`src/rtl/tsjs_pkg.sv`:
```
// ----------------------------------------------------------------------------
// tsjs_pkg: thread scheduler package
// Shared types, command and status codes, and sizing constants.
// ----------------------------------------------------------------------------
package tsjs_pkg;

   localparam int DEF_THREAD_CAP  = 32;
   localparam int DEF_NUM_SEMS    = 4;
   localparam int QDEPTH          = 32;
   localparam int QW              = 5;
   localparam int NUM_LIMITS      = 4;

   typedef enum logic [2:0] {
      CMD_CREATE = 3'd0,
      CMD_YIELD  = 3'd1,
      CMD_TICK   = 3'd2,
      CMD_JOIN   = 3'd3,
      CMD_EXIT   = 3'd4,
      CMD_WAIT   = 3'd5,
      CMD_SIGNAL = 3'd6,
      CMD_NONE   = 3'd7
   } cmd_type;

   typedef enum logic [2:0] {
      ST_OK         = 3'd0,
      ST_YIELD_REF  = 3'd1,
      ST_NONE_READY = 3'd2,
      ST_LIMIT      = 3'd3,
      ST_NO_RUN     = 3'd4
   } status_type;

   typedef enum logic [3:0] {
      S_IDLE,
      S_DECODE,
      S_PUSH_CUR,
      S_EXIT_RD,
      S_EXIT_CHK,
      S_SIG_POP,
      S_DISPATCH,
      S_DISP_WAIT,
      S_DONE
   } state_type;

   typedef struct packed {
      logic [2:0] command;
      logic [4:0] target_thread;
      logic [1:0] sem_index;
   } req_type;

   typedef struct packed {
      logic [4:0] running_thread;
      logic       running_valid;
      logic [4:0] new_thread;
      logic [2:0] status;
   } rsp_type;

endpackage

```
`src/rtl/tsjs_if.sv`:
```
// ----------------------------------------------------------------------------
// tsjs_if: valid/ready channel
// Carries one item of a given payload type between a source and a sink.
// ----------------------------------------------------------------------------
interface tsjs_if #(parameter type payload_type = logic) ();
   logic        valid;
   logic        ready;
   payload_type payload;

   modport source (output valid, output payload, input ready);
   modport sink   (input valid, input payload, output ready);
endinterface

```
`src/rtl/tsjs_queues.sv`:
```
// ----------------------------------------------------------------------------
// tsjs_queues: shared queue memory
// Holds the ready, blocked and semaphore waiter FIFOs in one memory with one
// write and one registered read port; head and count pointers per queue.
// Queue 0 ready, 1 blocked, 2.. semaphore waiters.
// ----------------------------------------------------------------------------
module tsjs_queues #(
   parameter int NQ = 6
) (
   input  logic                     clock,
   input  logic                     reset,
   input  logic                     push,
   input  logic [$clog2(NQ)-1:0]    push_q,
   input  logic [tsjs_pkg::QW-1:0]  push_data,
   input  logic                     pop,
   input  logic [$clog2(NQ)-1:0]    pop_q,
   output logic [tsjs_pkg::QW-1:0]  pop_data,
   output logic [NQ-1:0]            nonempty
);
   import tsjs_pkg::*;
   localparam int AW = $clog2(QDEPTH);
   localparam int QIW = $clog2(NQ);

   logic [QW-1:0]  mem [NQ*QDEPTH];
   logic [AW-1:0]  head_ff [NQ];
   logic [AW:0]    cnt_ff [NQ];
   logic [QW-1:0]  rd_ff;
   logic [AW-1:0]  wptr;

   assign wptr     = head_ff[push_q] + cnt_ff[push_q][AW-1:0];
   assign pop_data = rd_ff;

   always_comb begin
      for (int q = 0; q < NQ; q++) begin
         nonempty[q] = (cnt_ff[q] != '0);
      end
   end

   always_ff @(posedge clock) begin
      if (push && cnt_ff[push_q] != (AW+1)'(QDEPTH)) begin
         mem[{push_q, wptr}] <= push_data;
      end
      rd_ff <= mem[{pop_q, head_ff[pop_q]}];
   end

   always_ff @(posedge clock) begin
      if (reset) begin
         for (int q = 0; q < NQ; q++) begin
            head_ff[q] <= '0;
            cnt_ff[q]  <= '0;
         end
      end else begin
         for (int q = 0; q < NQ; q++) begin
            logic inc, dec;
            inc = push && push_q == QIW'(q) && cnt_ff[q] != (AW+1)'(QDEPTH);
            dec = pop && pop_q == QIW'(q) && cnt_ff[q] != '0;
            if (dec) begin
               head_ff[q] <= head_ff[q] + 1'b1;
            end
            cnt_ff[q] <= cnt_ff[q] + (AW+1)'(inc) - (AW+1)'(dec);
         end
      end
   end
endmodule

```
`src/rtl/thread_scheduler_join_semaphore_top.sv`:
```
// ----------------------------------------------------------------------------
// thread_scheduler_join_semaphore_top: hardware thread scheduler
// FIFO round-robin scheduler with join and counting semaphores.
// ----------------------------------------------------------------------------
// One event is handled at a time; the block drops req ready until the result
// item is taken. Every queue lives in one shared memory with one write and
// one registered read port, so each push or pop is a sequencer step: the
// first create pushes two ids, and exit walks the blocked list one entry at a
// time, a read state then a check state for each blocked thread.
module thread_scheduler_join_semaphore_top #(
   parameter int THREAD_CAP  = tsjs_pkg::DEF_THREAD_CAP,
   parameter int NUM_SEMS    = tsjs_pkg::DEF_NUM_SEMS
) (
   input  logic       clock,
   input  logic       reset,
   tsjs_if.sink       req,
   tsjs_if.source     rsp,
   input  logic       csr_write,
   input  logic [1:0] csr_index,
   input  logic [7:0] csr_data
);
   import tsjs_pkg::*;
   localparam int NQ  = 2 + NUM_SEMS;
   localparam int QIW = $clog2(NQ);
   localparam int ID_LIMIT = (THREAD_CAP < 32) ? THREAD_CAP : 32;
   localparam logic [QIW-1:0] Q_READY = QIW'(0);
   localparam logic [QIW-1:0] Q_BLOCK = QIW'(1);

   state_type     state_ff, state_in;
   req_type       cmd_ff, cmd_in;
   logic [4:0]    cur_ff, cur_in;
   logic          curv_ff, curv_in;
   logic [5:0]    nid_ff, nid_in;
   logic          launched_ff, launched_in;
   logic [31:0]   fin_ff, fin_in;
   logic [7:0]    limit_ff [NUM_LIMITS];
   logic [7:0]    count_ff [NUM_SEMS];
   logic [4:0]    wtgt_ff [32];
   logic [5:0]    walk_ff, walk_in;
   logic [4:0]    newt_ff, newt_in;
   logic [2:0]    stat_ff, stat_in;
   logic          rsp_valid_ff;

   logic            q_push, q_pop;
   logic [QIW-1:0]  q_push_q, q_pop_q;
   logic [QW-1:0]   q_push_data, q_pop_data;
   logic [NQ-1:0]   q_ne;
   logic [5:0]      blk_cnt;
   logic            wt_we;
   logic            cnt_dec, cnt_inc;
   logic [QIW-1:0]  semq;
   logic            sem_ok;
   logic [7:0]      sel_count;

   tsjs_queues #(.NQ(NQ)) u_queues (
      .clock, .reset,
      .push(q_push), .push_q(q_push_q), .push_data(q_push_data),
      .pop(q_pop), .pop_q(q_pop_q), .pop_data(q_pop_data),
      .nonempty(q_ne)
   );

   // blocked-list length is tracked locally for the exit walk
   logic [5:0] blk_len_ff;
   assign blk_cnt = blk_len_ff;
   assign sem_ok = {30'd0, cmd_ff.sem_index} < NUM_SEMS;
   assign semq = QIW'(32'd2 + {30'd0, cmd_ff.sem_index});

   always_comb begin
      sel_count = '0;
      for (int i = 0; i < NUM_SEMS; i++) begin
         if (cmd_ff.sem_index == 2'(i)) sel_count = count_ff[i];
      end
   end

   assign req.ready     = (state_ff == S_IDLE) && !rsp_valid_ff;
   assign rsp.valid     = rsp_valid_ff;
   assign rsp.payload.running_thread = curv_ff ? cur_ff : 5'd0;
   assign rsp.payload.running_valid  = curv_ff;
   assign rsp.payload.new_thread     = newt_ff;
   assign rsp.payload.status         = stat_ff;

   always_comb begin
      state_in = state_ff; cmd_in = cmd_ff; cur_in = cur_ff; curv_in = curv_ff;
      nid_in = nid_ff; launched_in = launched_ff; fin_in = fin_ff;
      walk_in = walk_ff; newt_in = newt_ff; stat_in = stat_ff;
      q_push = 1'b0; q_push_q = Q_READY; q_push_data = cur_ff;
      q_pop = 1'b0; q_pop_q = Q_READY;
      wt_we = 1'b0; cnt_dec = 1'b0; cnt_inc = 1'b0;
      unique case (state_ff)
         S_IDLE: begin
            if (req.valid && req.ready) begin
               cmd_in = req.payload; newt_in = '0; stat_in = ST_OK;
               state_in = S_DECODE;
            end
         end
         S_DECODE: begin
            state_in = S_DONE;
            if (cmd_ff.command == CMD_CREATE && !launched_ff) begin
               if ({1'b0, nid_ff} + 7'd2 > 7'(ID_LIMIT)) begin
                  stat_in = ST_LIMIT;
               end else begin
                  newt_in = nid_ff[4:0]; q_push = 1'b1; q_push_data = nid_ff[4:0];
                  nid_in = nid_ff + 6'd1; launched_in = 1'b1;
                  state_in = S_PUSH_CUR; walk_in = '0;
               end
            end else if (cmd_ff.command != CMD_NONE && !curv_ff) begin
               stat_in = ST_NO_RUN;
            end else begin
               priority case (cmd_ff.command)
                  CMD_CREATE: begin
                     if (nid_ff >= 6'(ID_LIMIT)) stat_in = ST_LIMIT;
                     else begin
                        newt_in = nid_ff[4:0]; q_push = 1'b1;
                        q_push_data = nid_ff[4:0]; nid_in = nid_ff + 6'd1;
                     end
                  end
                  CMD_YIELD, CMD_TICK: begin
                     if (!q_ne[Q_READY]) begin
                        if (cmd_ff.command == CMD_YIELD) stat_in = ST_YIELD_REF;
                     end else begin
                        q_push = 1'b1; state_in = S_DISPATCH;
                     end
                  end
                  CMD_JOIN: begin
                     if (!fin_ff[cmd_ff.target_thread]) begin
                        wt_we = 1'b1; q_push = 1'b1; q_push_q = Q_BLOCK;
                        state_in = S_DISPATCH;
                     end
                  end
                  CMD_EXIT: begin
                     fin_in = fin_ff | (32'd1 << cur_ff);
                     walk_in = blk_cnt;
                     state_in = (blk_cnt == '0) ? S_DISPATCH : S_EXIT_RD;
                  end
                  CMD_WAIT: begin
                     if (sem_ok) begin
                        if (sel_count == '0) begin
                           q_push = 1'b1; q_push_q = semq; state_in = S_DISPATCH;
                        end else cnt_dec = 1'b1;
                     end
                  end
                  CMD_SIGNAL: begin
                     if (sem_ok) begin
                        if (q_ne[semq]) begin
                           q_pop_q = semq; state_in = S_SIG_POP;
                        end else cnt_inc = 1'b1;
                     end
                  end
                  default: ;
               endcase
            end
         end
         S_PUSH_CUR: begin
            // second id of the first create, then dispatch
            q_push = 1'b1; q_push_data = nid_ff[4:0]; nid_in = nid_ff + 6'd1;
            state_in = S_DISPATCH;
         end
         S_EXIT_RD: begin
            q_pop_q = Q_BLOCK; state_in = S_EXIT_CHK;
         end
         S_EXIT_CHK: begin
            // pop the head already on the read port, requeue by target
            q_pop = 1'b1; q_pop_q = Q_BLOCK;
            q_push = 1'b1; q_push_data = q_pop_data;
            q_push_q = (wtgt_ff[q_pop_data] == cur_ff) ? Q_READY : Q_BLOCK;
            walk_in = walk_ff - 6'd1;
            state_in = (walk_ff == 6'd1) ? S_DISPATCH : S_EXIT_RD;
         end
         S_SIG_POP: begin
            q_pop = 1'b1; q_pop_q = semq;
            q_push = 1'b1; q_push_data = q_pop_data;
            state_in = S_DONE;
         end
         S_DISPATCH: begin
            q_pop_q = Q_READY;
            if (!q_ne[Q_READY]) begin
               curv_in = 1'b0; cur_in = '0;
               stat_in = ST_NONE_READY; state_in = S_DONE;
            end else state_in = S_DISP_WAIT;
         end
         S_DISP_WAIT: begin
            q_pop = 1'b1; q_pop_q = Q_READY;
            cur_in = q_pop_data; curv_in = 1'b1; stat_in = ST_OK;
            state_in = S_DONE;
         end
         S_DONE: state_in = S_IDLE;
         default: state_in = S_IDLE;
      endcase
   end

   always_ff @(posedge clock) begin
      if (wt_we) wtgt_ff[cur_ff] <= cmd_ff.target_thread;
      cmd_ff <= cmd_in; walk_ff <= walk_in; newt_ff <= newt_in; stat_ff <= stat_in;
   end

   always_ff @(posedge clock) begin
      if (reset) begin
         state_ff <= S_IDLE; cur_ff <= '0; curv_ff <= 1'b0; nid_ff <= '0;
         launched_ff <= 1'b0; fin_ff <= '0; rsp_valid_ff <= 1'b0;
         blk_len_ff <= '0;
         for (int i = 0; i < NUM_LIMITS; i++) limit_ff[i] <= 8'd1;
         for (int i = 0; i < NUM_SEMS; i++) count_ff[i] <= 8'd1;
      end else begin
         state_ff <= state_in; cur_ff <= cur_in; curv_ff <= curv_in;
         nid_ff <= nid_in; launched_ff <= launched_in; fin_ff <= fin_in;
         blk_len_ff <= blk_len_ff
            + 6'(q_push && q_push_q == Q_BLOCK && blk_len_ff != 6'd32)
            - 6'(q_pop && q_pop_q == Q_BLOCK && blk_len_ff != 6'd0);
         if (state_ff == S_DONE) rsp_valid_ff <= 1'b1;
         else if (rsp.ready) rsp_valid_ff <= 1'b0;
         for (int i = 0; i < NUM_SEMS; i++) begin
            if (cnt_dec && cmd_ff.sem_index == 2'(i))
               count_ff[i] <= count_ff[i] - 8'd1;
            else if (cnt_inc && cmd_ff.sem_index == 2'(i) && count_ff[i] < limit_ff[i])
               count_ff[i] <= count_ff[i] + 8'd1;
            else if (cnt_inc && cmd_ff.sem_index == 2'(i))
               count_ff[i] <= limit_ff[i];
            if (csr_write && csr_index == 2'(i)) count_ff[i] <= csr_data;
         end
         if (csr_write) limit_ff[csr_index] <= csr_data;
      end
   end
endmodule

```
`src/flat_wrapper.sv`:
```
// flat-port wrapper written by rule: the top's interface ports become plain ports
module thread_scheduler_join_semaphore_top_flat import tsjs_pkg::*;
#(
   parameter int THREAD_CAP  = tsjs_pkg::DEF_THREAD_CAP,
   parameter int NUM_SEMS    = tsjs_pkg::DEF_NUM_SEMS
)
  (clock, reset, csr_write, csr_index, csr_data, req_valid, req_payload, req_ready, rsp_valid, rsp_payload, rsp_ready);
  tsjs_if #(.payload_type(req_type)) req_i ();
  tsjs_if #(.payload_type(rsp_type)) rsp_i ();
  input  logic clock;
  input  logic reset;
  input  logic csr_write;
  input  logic [1:0] csr_index;
  input  logic [7:0] csr_data;
  input wire logic [$bits(req_i.valid)-1:0] req_valid;
  input wire logic [$bits(req_i.payload)-1:0] req_payload;
  output wire logic [$bits(req_i.ready)-1:0] req_ready;
  output wire logic [$bits(rsp_i.valid)-1:0] rsp_valid;
  output wire logic [$bits(rsp_i.payload)-1:0] rsp_payload;
  input wire logic [$bits(rsp_i.ready)-1:0] rsp_ready;
  assign req_i.valid = req_valid;
  assign req_i.payload = req_payload;
  assign req_ready = req_i.ready;
  assign rsp_valid = rsp_i.valid;
  assign rsp_payload = rsp_i.payload;
  assign rsp_i.ready = rsp_ready;
  thread_scheduler_join_semaphore_top #(.THREAD_CAP(THREAD_CAP), .NUM_SEMS(NUM_SEMS)) u_core (.clock(clock), .reset(reset), .req(req_i), .rsp(rsp_i), .csr_write(csr_write), .csr_index(csr_index), .csr_data(csr_data));
endmodule
```
`config.mk`:
```
export PLATFORM = sky130hd
export DESIGN_NAME = thread_scheduler_join_semaphore_top_flat
export DESIGN_NICKNAME = d
export VERILOG_FILES = /design/src/rtl/tsjs_pkg.sv /design/src/rtl/tsjs_if.sv /design/src/rtl/tsjs_queues.sv /design/src/rtl/thread_scheduler_join_semaphore_top.sv /design/src/flat_wrapper.sv
export SDC_FILE = /design/constraint.sdc
export NUM_CORES = 2
export LEC_CHECK = 0
export BUFFER_PORTS_ARGS = -buffer_cell sky130_fd_sc_hd__buf_2
export CAP_MARGIN = 15
export CELL_PAD_IN_SITES_DETAIL_PLACEMENT = 1
export CELL_PAD_IN_SITES_GLOBAL_PLACEMENT = 2
export CORE_MARGIN = 1.5
export CORE_UTILIZATION = 42
export DETAILED_ROUTE_END_ITERATION = 8
export GPL_TIMING_DRIVEN = 0
export PLACE_DENSITY = 0.76
export SKIP_LAST_GASP = 1
export SLEW_MARGIN = 30
export SYNTH_ARGS = -nofsm -noshare
export SYNTH_HDL_FRONTEND = slang
export SYNTH_SLANG_ARGS = --single-unit
```
`constraint.sdc`:
```
create_clock -name clock -period 6.9 [get_ports clock]
set_input_delay 0.69 -clock clock [delete_from_list [all_inputs] [get_ports clock]]
set_output_delay 0.69 -clock clock [all_outputs]
set_load 0.02 [all_outputs]
```
==> summary.txt <==
Global route
  • First-pass GRT wire length: 293 mm
  • Initial antenna violation count: 10
  • Vias in the first global route: 41100
  • Global route overflow: 0
  • Gr usage total: 0.280
  • Pin count of the biggest net entering global routing: 132

Timing
  • Hold_ws: 0.0510 ns
  • Fin Setup TNS: 0 ns
  • Tcrit/Tclk final: 0.984
  • Final WS setup: 0.113 ns
  • Hold Vio Cnt, Final: 0
  • Clock skew: 0.0408 ns
  • Period minus WS final: 6.79 ns
  • Worst-margin pin slew: 1.10 ns
  • Rel. slew slack: 0.246
  • Fmax: 0.147 GHz
  • Final setup vio count: 0
  • Count of final max-slew check failures: 0

Worst setup path
  • Critical path type: register to register
  • Nature of the critical path startpoint: register
  • WP buf/inv: 4
  • CP arrival: 7.48 ns
  • Cell family with most CP delay: compound AO/OA/AOI/OAI gates
  • Register-to-register setup slack: 0.11 ns
  • Worst Path Required: 7.59 ns
  • Crit path max fanout: 10
  • CP max-delay cell: clkbuf_1
  • CP Cell Sequence: clkbuf_1 > nor2_1 > a22oi_1 > o22ai_1 > a21oi_1 > clkbuf_1 > a21oi_2 > nor2_2 > clkbuf_1 > clkbuf_2 > a22oi_1 > a21boi_0 > a32oi_1 > a31oi_1
  • Max incr delay on CP: 0.76 ns
  • Most used cell along the critical path: clkbuf_1
  • CP endpoint kind: register

CTS
  • CTS buffer count: 151
  • Max clock buf depth: 3
  • H-tree depth: 4
  • CTS clk-pin slew, worst paths: 0.06 ns
  • Worst skew pair latency: 0.82 ns
  • Clk root buf: clkbuf_16
  • Clock sink count: 1335
  • CTS tree: done

Layout
  • Share of cells above drive strength 1: 0.193
  • Design area: 71100 um2
  • Nets@finish: 4837
  • Finished Layout Cells: 6685
  • # fillers: 14000
  • Area taken by multi-input logic gates: 21400 um2
  • Sequential cell area: 39100 um2
  • Fin util: 0.504
  • P&R area growth vs syn: 19.3%

Placement
  • RePlAce Congestion: 0.933
  • DP HPWL: 142 mm
  • DP Area: 63200 um2
  • Pre-CTS setup slack: -1.38 ns
  • Dpl cells: 6354
  • # port buffers: 40

Die
  • Starting density of the core: 0.422
  • Die H: 380 um
  • Core box area: 141000 um2
  • # rows: 138
  • Total die area: 144000 um2
  • Die W: 380 um
  • Total I/O pin count: 41

Logic synthesis
  • Cell variety after synth: 85
  • Ranking of synthesized cells by area: edfxtp_1 62%, mux4_2 5.4%, nand2_1 3.3%, dfxtp_1 3.3%, mux2i_1 2.9%
  • Synth warnings: 0
  • Flops & latches, synth: 1335
  • Async set-reset flop share out of synthesis: 0
  • Sequential share of the synthesized area: 0.656
  • EDFF count, synth: 1238
  • Top cells by count, synth: 1238 x edfxtp_1, 531 x nand2_1, 318 x nor2_1
  • Most common cell in the netlist: edfxtp_1
  • Share of the synthesized area in the top cell type: 0.624
  • Mapped Area: 59600 um2
  • Average size of a mapped cell: 13.6 um2
  • Largest area contributor in the netlist: edfxtp_1
  • Gate Count Post-Synth: 4381
  • Top_reg_cell synth: edfxtp_1
  • Syn nets: 4542

Power and ir drop
  • Combinational cell fraction of total power: 0.120
  • Max IR drop VDD: 213 uV
  • P_int: 14.3 mW
  • Clk pwr share: 0.423
  • Flop pwr share: 0.457
  • Cell Pwr Density: 274 nW/um2
  • Sw Pwr: 5.21 mW
  • Pleak: 23.9 nW
  • Tot Pwr: 19.5 mW
  • Net Sw Frac: 0.267

Flow run
  • # Max-Cap Violations: 0

Outcome
  • Outcome: finished, final reports clean

Worst hold path
  • Worst hold path type: primary input to register

Drt
  • Antenna viol nets, final: 0
  • Vias: 40600
  • Vias per cell: 6.07
  • Initial detailed-routing violation count: 4458
  • Total wire length: 205 mm
  • DR WL/cell: 30.6 um
  • DRC: 0
  • DR pass1 iterations: 5
==> timing repair <==
action / CTS / global route
hold buffers: 0 / 0
pin swaps: 31 / 27
gates resized for setup: 321 / 106
buffers inserted: 40 / 19
setup endpoints to repair: 965 / 963
endpoints found under the hold margin: 0 / 0
==> power by group through the flow <==
stage	registers, mW	logic [mW]	clock network [mW]
after floorplan	9.10	1.05	0
after global placement	9.13	1.71	0
after detailed placement	9.10	1.83	0
after CTS	8.92	2.18	8.32
after global routing	8.93	2.44	8.59
final	8.92	2.35	8.25
==> cell families (layout without fill, tap and decap cells) <==
| family | Yosys count | after routing | share of synthesized area |
|---|---|---|---|
| buf+inv | 380 | 792 | 0.0278 |
| compound gates | 612 | 612 | 0.0700 |
| fa+ha+maj | 136 | 136 | 0.0299 |
| simple gates | 1492 | 1492 | 0.116 |
| other cells | 0 | 2 | 0 |
| flops | 1335 | 1335 | 0.656 |
| mux | 332 | 332 | 0.0863 |
| xor+xnor | 94 | 94 | 0.0141 |
==> sequential cells by signal, indices dropped and copies added, names as in the netlist, 10 cells and up <==
signal and count:
u_core.wtgt_ff 160, u_core.count_ff 32, u_core.u_queues.cnt_ff 36, u_core.cmd_ff 10, u_core.u_queues.mem 960, u_core.u_queues.head_ff 30
u_core.limit_ff 32, u_core.fin_ff 32
==> layout make-up <==
class | count | share of cell area
inverters | 127 | 0.00712
diodes | 2 | 0.0000703
clock buffers | 190 | 0.0563
clock inverters | 80 | 0.0141
multi-input cells | 2666 | 0.301
flip-flops and latches | 1335 | 0.550
well taps | 1890 | 0.0332
repair buffers | 145 | 0.0197
plain buffers | 250 | 0.0185
==> routing by layer <==
metal,up-vias,wire [um],GRT usage
met5,-,37,0
met4,6,9300,0.124
met3,451,18000,0.0613
met2,1865,92000,0.422
met1,21000,85200,0.390
li1,17300,-,-
==> worst register-to-register path, cell delays in order, from the launching register on <==
cell      delay [ns]
edfxtp_1        0.51
clkbuf_1        0.58
nor2_1          0.15
a22oi_1         0.25
o22ai_1         0.19
a21oi_1         0.44
clkbuf_1        0.76
a21oi_2         0.42
nor2_2          0.69
clkbuf_1        0.58
clkbuf_2        0.54
a22oi_1         0.22
a21boi_0        0.74
a32oi_1         0.25
a31oi_1         0.35
==> final timing paths <==
path / startpoint / end / depth (start not counted)
hold / removal: req_payload[0] / u_core.cmd_ff[0] / 1
setup reg to reg: u_core.cmd_ff[0] / u_core.u_queues.pop_data[2] / 14
setup / recovery: u_core.cmd_ff[0] / u_core.u_queues.pop_data[2] / 14
hold reg to reg: u_core.fin_ff[17] / u_core.fin_ff[17] / 2
==> cell usage in the layout (no fill, tap or decap), types with 20 or more instances in the layout <==
master,n
o21ai_0,56
inv_1,122
clkbuf_1,141
nor2b_1,31
o21bai_1,27
a211oi_1,20
buf_12,23
nor3_1,35
xor2_1,39
nor3_2,23
a21oi_1,181
nand3_1,158
and3_1,27
a22oi_1,45
nor2_1,294
dfxtp_1,97
buf_2,120
clkinv_1,29
a21o_1,51
nor4_4,20
edfxtp_1,1238
buf_6,27
nand2b_1,35
and2_1,65
xnor2_1,44
mux2i_1,171
a2111oi_0,23
ha_1,125
clkbuf_16,154
a31oi_1,26
o22ai_1,20
buf_4,57
nand2_1,526
nor3_4,133
mux4_2,144
Power figures use the tool's default switching activity.
